$ cat src/hw/rtl/sdc_pkg.sv
// Shared types, SLIP codes and the CRC-16/CCITT-FALSE byte update for the SLIP deframer.
// Used by sdc_core and slip_deframer_crc16_check_unit; depends on nothing else.
`default_nettype none

package sdc_pkg;

	localparam logic [7:0] SLIP_END     = 8'hC0;
	localparam logic [7:0] SLIP_ESC     = 8'hDB;
	localparam logic [7:0] SLIP_ESC_END = 8'hDC;
	localparam logic [7:0] SLIP_ESC_ESC = 8'hDD;

	localparam logic [15:0] CRC_INIT = 16'hFFFF;
	localparam logic [15:0] CRC_POLY = 16'h1021;

	typedef enum logic [2:0] {
		KIND_DATA     = 3'd0,
		KIND_GOOD     = 3'd1,
		KIND_MISMATCH = 3'd2,
		KIND_RUNT     = 3'd3,
		KIND_OVERFLOW = 3'd4
	} kind_t;

	typedef struct packed {
		logic        valid;
		kind_t       kind;
		logic [7:0]  data_byte;
		logic [7:0]  frame_opcode;
		logic [7:0]  frame_seq;
		logic [7:0]  frame_plen;
		logic [15:0] received_crc;
		logic [15:0] computed_crc;
	} result_t;

	function automatic logic [15:0] crc_update(input logic [15:0] crc, input logic [7:0] b);
		logic [15:0] c;
		c = crc ^ {b, 8'h00};
		for (int k = 0; k < 8; k++) begin
			if (c[15]) begin
				c = {c[14:0], 1'b0} ^ CRC_POLY;
			end else begin
				c = {c[14:0], 1'b0};
			end
		end
		return c;
	endfunction

endpackage

`default_nettype wire

$ cat src/hw/rtl/sdc_core.sv
// Frame state of the SLIP deframer: escape flag, byte count, header fields and running CRC.
// Processes one registered byte per step and forms its result; uses sdc_pkg.
`default_nettype none

module sdc_core #(
	parameter int MAX_FRAME   = 256,
	parameter int MAX_PAYLOAD = 250
) (
	input  wire logic             clk,
	input  wire logic             arst_n,
	input  wire logic             step,
	input  wire logic [7:0]       rx_byte,
	output sdc_pkg::result_t      result
);

	localparam int CW = $clog2(MAX_FRAME + 1);
	localparam int PW = $clog2(MAX_PAYLOAD + 1);
	localparam int SW = ((CW > PW) ? CW : PW) + 1;

	logic          escape_q;
	logic [CW-1:0] count_q;
	logic [7:0]    opcode_q;
	logic [7:0]    seq_q;
	logic [15:0]   length_q;
	logic [15:0]   crc_q;
	logic [15:0]   crc_field_q;

	logic          escape_d;
	logic [CW-1:0] count_d;
	logic [7:0]    opcode_d;
	logic [7:0]    seq_d;
	logic [15:0]   length_d;
	logic [15:0]   crc_d;
	logic [15:0]   crc_field_d;

	logic [PW-1:0] plen;
	logic [PW+7:0] plen_wide;
	logic [SW-1:0] count_ext;
	logic [SW-1:0] plen_ext;
	logic [7:0]    b;
	logic          take;
	logic          clear;
	logic          whole;
	logic [15:0]   crc_next;

	assign plen      = (length_q > 16'(MAX_PAYLOAD)) ? PW'(MAX_PAYLOAD) : length_q[PW-1:0];
	assign plen_wide = {8'd0, plen};
	assign count_ext = SW'(count_q);
	assign plen_ext  = SW'(plen);
	assign whole     = count_ext >= (plen_ext + SW'(6));
	assign crc_next  = sdc_pkg::crc_update(crc_q, b);

	always_comb begin
		result      = '0;
		take        = 1'b0;
		clear       = 1'b0;
		b           = rx_byte;
		escape_d    = escape_q;
		count_d     = count_q;
		opcode_d    = opcode_q;
		seq_d       = seq_q;
		length_d    = length_q;
		crc_d       = crc_q;
		crc_field_d = crc_field_q;

		if (count_q >= CW'(MAX_FRAME)) begin
			result.valid = 1'b1;
			result.kind  = sdc_pkg::KIND_OVERFLOW;
			clear        = 1'b1;
		end else if (rx_byte == sdc_pkg::SLIP_END) begin
			if (count_q != '0) begin
				result.valid = 1'b1;
				if (count_q < CW'(4)) begin
					result.kind = sdc_pkg::KIND_RUNT;
				end else begin
					result.kind = (whole && crc_field_q == crc_q) ? sdc_pkg::KIND_GOOD
						: sdc_pkg::KIND_MISMATCH;
					result.frame_opcode = opcode_q;
					result.frame_seq    = seq_q;
					result.frame_plen   = plen_wide[7:0];
					result.received_crc = crc_field_q;
					result.computed_crc = crc_q;
				end
			end
			clear = 1'b1;
		end else if (rx_byte == sdc_pkg::SLIP_ESC) begin
			escape_d = 1'b1;
		end else if (escape_q) begin
			escape_d = 1'b0;
			if (rx_byte == sdc_pkg::SLIP_ESC_END) begin
				b    = sdc_pkg::SLIP_END;
				take = 1'b1;
			end else if (rx_byte == sdc_pkg::SLIP_ESC_ESC) begin
				b    = sdc_pkg::SLIP_ESC;
				take = 1'b1;
			end
		end else begin
			take = 1'b1;
		end

		if (take) begin
			result.valid     = 1'b1;
			result.kind      = sdc_pkg::KIND_DATA;
			result.data_byte = b;
			count_d          = count_q + CW'(1);
			if (count_q == CW'(0)) begin
				opcode_d = b;
			end
			if (count_q == CW'(1)) begin
				seq_d = b;
			end
			if (count_q == CW'(2)) begin
				length_d = {length_q[15:8], b};
			end
			if (count_q == CW'(3)) begin
				length_d = {b, length_q[7:0]};
			end
			if (count_q < CW'(4)) begin
				crc_d = crc_next;
			end else if (count_ext < plen_ext + SW'(4)) begin
				crc_d = crc_next;
			end else if (count_ext == plen_ext + SW'(4)) begin
				crc_field_d = {crc_field_q[15:8], b};
			end else if (count_ext == plen_ext + SW'(5)) begin
				crc_field_d = {b, crc_field_q[7:0]};
			end
		end

		if (clear) begin
			escape_d    = 1'b0;
			count_d     = '0;
			opcode_d    = '0;
			seq_d       = '0;
			length_d    = '0;
			crc_d       = sdc_pkg::CRC_INIT;
			crc_field_d = '0;
		end
	end

	always_ff @(posedge clk or negedge arst_n) begin
		if (!arst_n) begin
			escape_q    <= 1'b0;
			count_q     <= '0;
			opcode_q    <= '0;
			seq_q       <= '0;
			length_q    <= '0;
			crc_q       <= sdc_pkg::CRC_INIT;
			crc_field_q <= '0;
		end else if (step) begin
			escape_q    <= escape_d;
			count_q     <= count_d;
			opcode_q    <= opcode_d;
			seq_q       <= seq_d;
			length_q    <= length_d;
			crc_q       <= crc_d;
			crc_field_q <= crc_field_d;
		end
	end

endmodule

`default_nettype wire

$ cat src/hw/rtl/slip_deframer_crc16_check_unit.sv
// Top level of the SLIP deframer with CRC-16 check: input register, sdc_core, result register.
// Depends on sdc_pkg and sdc_core.
//
// Each received byte is taken into an input register and handled from there once the output
// register can take a result; the escape decoder, the frame counters and a byte-wide unrolled
// CRC update work in one pass and the result lands in an output register. One byte can be
// accepted in every cycle as long as results are taken, so the sustained rate is one item
// per cycle and is limited only by the single output register: while it holds an untaken
// result the input stalls.
// Bytes that yield no result (END of an empty frame, ESC, a bad escape pair) still pass
// through the output stage slot.
`default_nettype none

module slip_deframer_crc16_check_unit #(
	parameter int MAX_FRAME   = 256,
	parameter int MAX_PAYLOAD = 250
) (
	input  wire logic        clk,
	input  wire logic        arst_n,
	input  wire logic        s_tvalid,
	output logic             s_tready,
	input  wire logic [7:0]  s_tdata,   // [7:0] rx_byte
	output logic             m_tvalid,
	input  wire logic        m_tready,
	output logic [63:0]      m_tdata,   // [7:0] data_byte, [15:8] frame_opcode, [23:16] frame_seq,
	                                    // [31:24] frame_plen, [47:32] received_crc,
	                                    // [63:48] computed_crc
	output logic [2:0]       m_tuser    // [2:0] kind
);

	logic             valid_s1;
	logic [7:0]       byte_s1;
	logic             out_free;
	logic             advance;
	sdc_pkg::result_t result;
	logic             m_valid_q;
	logic [63:0]      m_data_q;
	logic [2:0]       m_kind_q;

	assign out_free = !m_valid_q || m_tready;
	assign advance  = valid_s1 && out_free;
	assign s_tready = !valid_s1 || advance;

	always_ff @(posedge clk or negedge arst_n) begin
		if (!arst_n) begin
			valid_s1 <= 1'b0;
		end else if (s_tready) begin
			valid_s1 <= s_tvalid;
		end
	end

	always_ff @(posedge clk) begin
		if (s_tready && s_tvalid) begin
			byte_s1 <= s_tdata;
		end
	end

	sdc_core #(
		.MAX_FRAME   (MAX_FRAME),
		.MAX_PAYLOAD (MAX_PAYLOAD)
	) u_core (
		.clk     (clk),
		.arst_n  (arst_n),
		.step    (advance),
		.rx_byte (byte_s1),
		.result  (result)
	);

	always_ff @(posedge clk or negedge arst_n) begin
		if (!arst_n) begin
			m_valid_q <= 1'b0;
		end else if (out_free) begin
			m_valid_q <= advance && result.valid;
		end
	end

	always_ff @(posedge clk) begin
		if (advance && result.valid && out_free) begin
			m_data_q <= {result.computed_crc, result.received_crc, result.frame_plen,
				result.frame_seq, result.frame_opcode, result.data_byte};
			m_kind_q <= result.kind;
		end
	end

	assign m_tvalid = m_valid_q;
	assign m_tdata  = m_data_q;
	assign m_tuser  = m_kind_q;

	a_kind_range: assert property (@(posedge clk) disable iff (!arst_n)
		m_tvalid |-> (m_tuser <= sdc_pkg::KIND_OVERFLOW))
		else $error("result kind out of range");

	a_status_empty: assert property (@(posedge clk) disable iff (!arst_n)
		(m_tvalid && (m_tuser == sdc_pkg::KIND_RUNT || m_tuser == sdc_pkg::KIND_OVERFLOW))
		|-> (m_tdata == 64'd0))
		else $error("runt or overflow result carries data");

	a_stall: assert property (@(posedge clk) disable iff (!arst_n)
		(valid_s1 && m_tvalid && !m_tready) |-> !s_tready)
		else $error("input accepted while the pipeline is stalled");

	a_idle_ready: assert property (@(posedge clk) disable iff (!arst_n)
		!valid_s1 |-> s_tready)
		else $error("input not ready with an empty input register");

endmodule

`default_nettype wire

$ cat config.mk
export PLATFORM = sky130hd
export DESIGN_NAME = slip_deframer_crc16_check_unit
export DESIGN_NICKNAME = d
export VERILOG_FILES = /design/src/hw/rtl/sdc_pkg.sv /design/src/hw/rtl/sdc_core.sv /design/src/hw/rtl/slip_deframer_crc16_check_unit.sv
export SDC_FILE = /design/constraint.sdc
export NUM_CORES = 1
export LEC_CHECK = 0
export BUFFER_PORTS_ARGS = -buffer_cell sky130_fd_sc_hd__buf_4
export CORE_ASPECT_RATIO = 1.75
export CORE_MARGIN = 1.5
export CORE_UTILIZATION = 25
export CTS_CLUSTER_DIAMETER = 60
export DETAILED_ROUTE_END_ITERATION = 7
export HOLD_SLACK_MARGIN = 0.02
export SLEW_MARGIN = 5
export SYNTH_ARGS = -nofsm -noshare
export SYNTH_HDL_FRONTEND = slang
export SYNTH_HIERARCHICAL = 1
export SYNTH_SLANG_ARGS = --single-unit
$ cat constraint.sdc
create_clock -name clk -period 7.2 [get_ports clk]
set_input_delay 0.36 -clock clk [delete_from_list [all_inputs] [get_ports clk]]
set_output_delay 0.36 -clock clk [all_outputs]
set_load 0.03 [all_outputs]
==> run metrics <==
final period utilization=56.6%; crit end category=flop; Comb pwr share=41.6%; Avg Vias per Cell=4.70; layout cells sized above 1=22.0%; 1st-iter DRT viols=273; Layout Utilization=30.5%; DR WL/cell=19.2 um; Synth area leader=edfxtp_1; Yosys top cell area share=29.5%; setup bufs post-CTS=0; critical path arrival=4420 ps; count of final setup violators=0; DRC=0; fmax=246 MHz; Power, Total=3.77 mW; Synth cell types=75; Area contributors post-synth=edfxtp_1 29%, dfrtp_1 20%, dfstp_2 5.5%; crit start category=flop; max_cap viols=0; Slowest cell on crit path=and3_1; placed instance count=1111; Worst Tran Pin Value=1030 ps; final wirelength=21900 um; Power per Cell Area=411 mW/mm^2; yosys warns=6; Most used DFF post-synth=edfxtp_1; P_int=2.23 mW; Slew Limit Headroom=31.3%; leakage=3.76 nW; CTS root buf=clkbuf_16; top layer in use=met4; peak supply drop=0.142 mV; total I/O pin count=81; TNS Setup=0 ps; number of global-route vias before repair=5560; Post-Syn Area per Cell=11.3 sq um; Final WS setup=3130 ps; initial antenna violation count=0; routed vias=5377; crit-path max FO=26; leading cell types in the layout, fill and taps excluded=85 x buf_4, 75 x edfxtp_1, 67 x nor2_1; clock network fraction of total power=23.0%; Area Overhead vs Synth=20.0%; DP Worst Slack=3160 ps; die footprint=0.0316 sq mm; max-slew violations=0; met3 WL=658 um; H-tree level count=4; most common library cell in the layout ignoring fill and taps=buf_4; Die Span Y=234 um; Syn Std Cell Area=0.00764 sq mm; Hold Crit Class=in2async; Die X-Extent=135 um; P_sw=1.53 mW; Seq/Total Area, Yosys=54.7%; Pre-antenna DRT Iters=5; Total Routing Usage GR=14.4%; sw frac=40.7%; gpl congestion=0.944; Core Footprint=0.0301 sq mm; Seq pwr share=35.4%; clock slew at reported path FFs=60 ps; hold_buf cts=0; Cell Rows=84; Final Hold Viols=0; DP HPWL=16500 um; global-route wire length before repair=33100 um; Net Count, Synth=707; Initial Util=25.4%; CP Cell Sequence=nor4_4, and2_1, o21ai_0, nor2_1, ha_1, and4_1, a41oi_1, o31ai_1, o22ai_1, and3_1, mux2i_1; CTS Buf Count=17; TritonCTS clock tree=built; Seq cells post-synth=151; ys async rst share=50.3%; Final min period=4070 ps; clock skew=8.74 ps; ANT nets after route=0; Post-synth EDFFs=75; WS Path Type=reg2reg; cell count after synthesis=673; IO Port Bufs=80; met2 routed WL=12300 um; outcome=completed; slowest stage delay, CP=890 ps; clock sinks=151; final cell count without fillers=1143; routed metal-1 wire length=7360 um; global route overflow=0; Ant. Diodes=0; fin nets=777; largest buffer count on any clock path=2; unrepaired setup endpoints after global routing=false; post-CTS sizing=0; Clk Latency, worst-skew pair=430 ps; largest net degree at the start of global routing=77; Req. time, crit path=7550 ps
[synthesized netlist by cell type (all sizes together), types with 12 or more instances]
| cell type | count |
|---|---|
| and2 | 52 |
| xnor2 | 35 |
| clkbuf | 20 |
| o21ai | 36 |
| nand2 | 53 |
| dfstp | 16 |
| nor2 | 68 |
| dfrtp | 60 |
| edfxtp | 75 |
| a21oi | 12 |
| xor2 | 24 |
| ha | 22 |
| inv | 19 |
| nand3 | 12 |
| buf | 14 |
[power by group through the flow]
stage	combinational, mW	clock (mW)	sequential, mW
2_1_floorplan	1.15	0	1.30
3_5_place_dp	1.55	0	1.35
5_1_grt	1.74	0.916	1.35
6_report	1.57	0.866	1.33
3_3_place_gp	1.52	0	1.34
4_1_cts	1.56	0.887	1.33
[kinds of logic after synthesis]
logic type / count (synthesis) / synth area share (%)
AOI/OAI and AO/OA: 121 / 12.0
xor gates and xnor gates: 59 / 6.77
adders and majority gates: 22 / 3.60
buffers and inverters: 53 / 3.29
DFF: 151 / 54.7
muxes: 13 / 1.82
other: 1 / 0.0491
and+or+nand+nor: 253 / 17.8
[registers in the layout, summed over array words and instances (netlist names)]
register	count
u_core/crc_q	16
m_tvalid	1
valid_s1	1
m_tuser	3
m_tdata	64
u_core/count_q	9
u_core/opcode_q	8
u_core/crc_field_q	16
u_core/length_q	16
byte_s1	8
u_core/escape_q	1
u_core/seq_q	8
[stage by stage]
step	hold WS, ps	area [sq um]
final	75.6	9160
after global routing	92.3	9160
after CTS	82.0	9160
after detailed placement	467	8590
after global placement	457	8590
after floorplan	64.4	7640
[layer usage]
metal | track usage [%] | vias to the layer above
li1 | - | 2540
met1 | 13.3 | 2643
met2 | 27.3 | 132
met3 | 2.36 | 62
met4 | 11.7 | 0
met5 | 0 | -
[final timing paths]
kind | slack [ps] | endpoint | cells past startpoint | startpoint
max | 3130 | u_core/crc_q[14] | 11 | u_core/length_q[14]
min | 80 | u_core/opcode_q[1] | 1 | arst_n
max reg2reg | 3130 | u_core/crc_q[14] | 11 | u_core/length_q[14]
min reg2reg | 480 | u_core/seq_q[4] | 2 | u_core/seq_q[4]
max in group asynchronous | 6450 | u_core/length_q[9] | 1 | arst_n
min in group clk | 100 | byte_s1[7] | 1 | s_tdata[7]
[worst max-delay path, delay by kind of cell, from the launching register on]
kind	cells	cell delay, ps
AO/OA/AOI/OAI	4	890
adder cells (fa/ha/maj)	1	250
flip-flops	1	410
multiplexers	1	280
AND/OR/NAND/NOR	5	2160
[final cells by class]
type	count	area [sq um]
Sequential cell	151	4170
Clock inverter	13	139
Tap cell	387	484
Clock buffer	19	433
Fill cell	3101	20900
Multi-Input combinational cell	469	3220
Timing Repair Buffer	85	638
Inverter	19	71.3
Power figures use the tool's default switching activity.
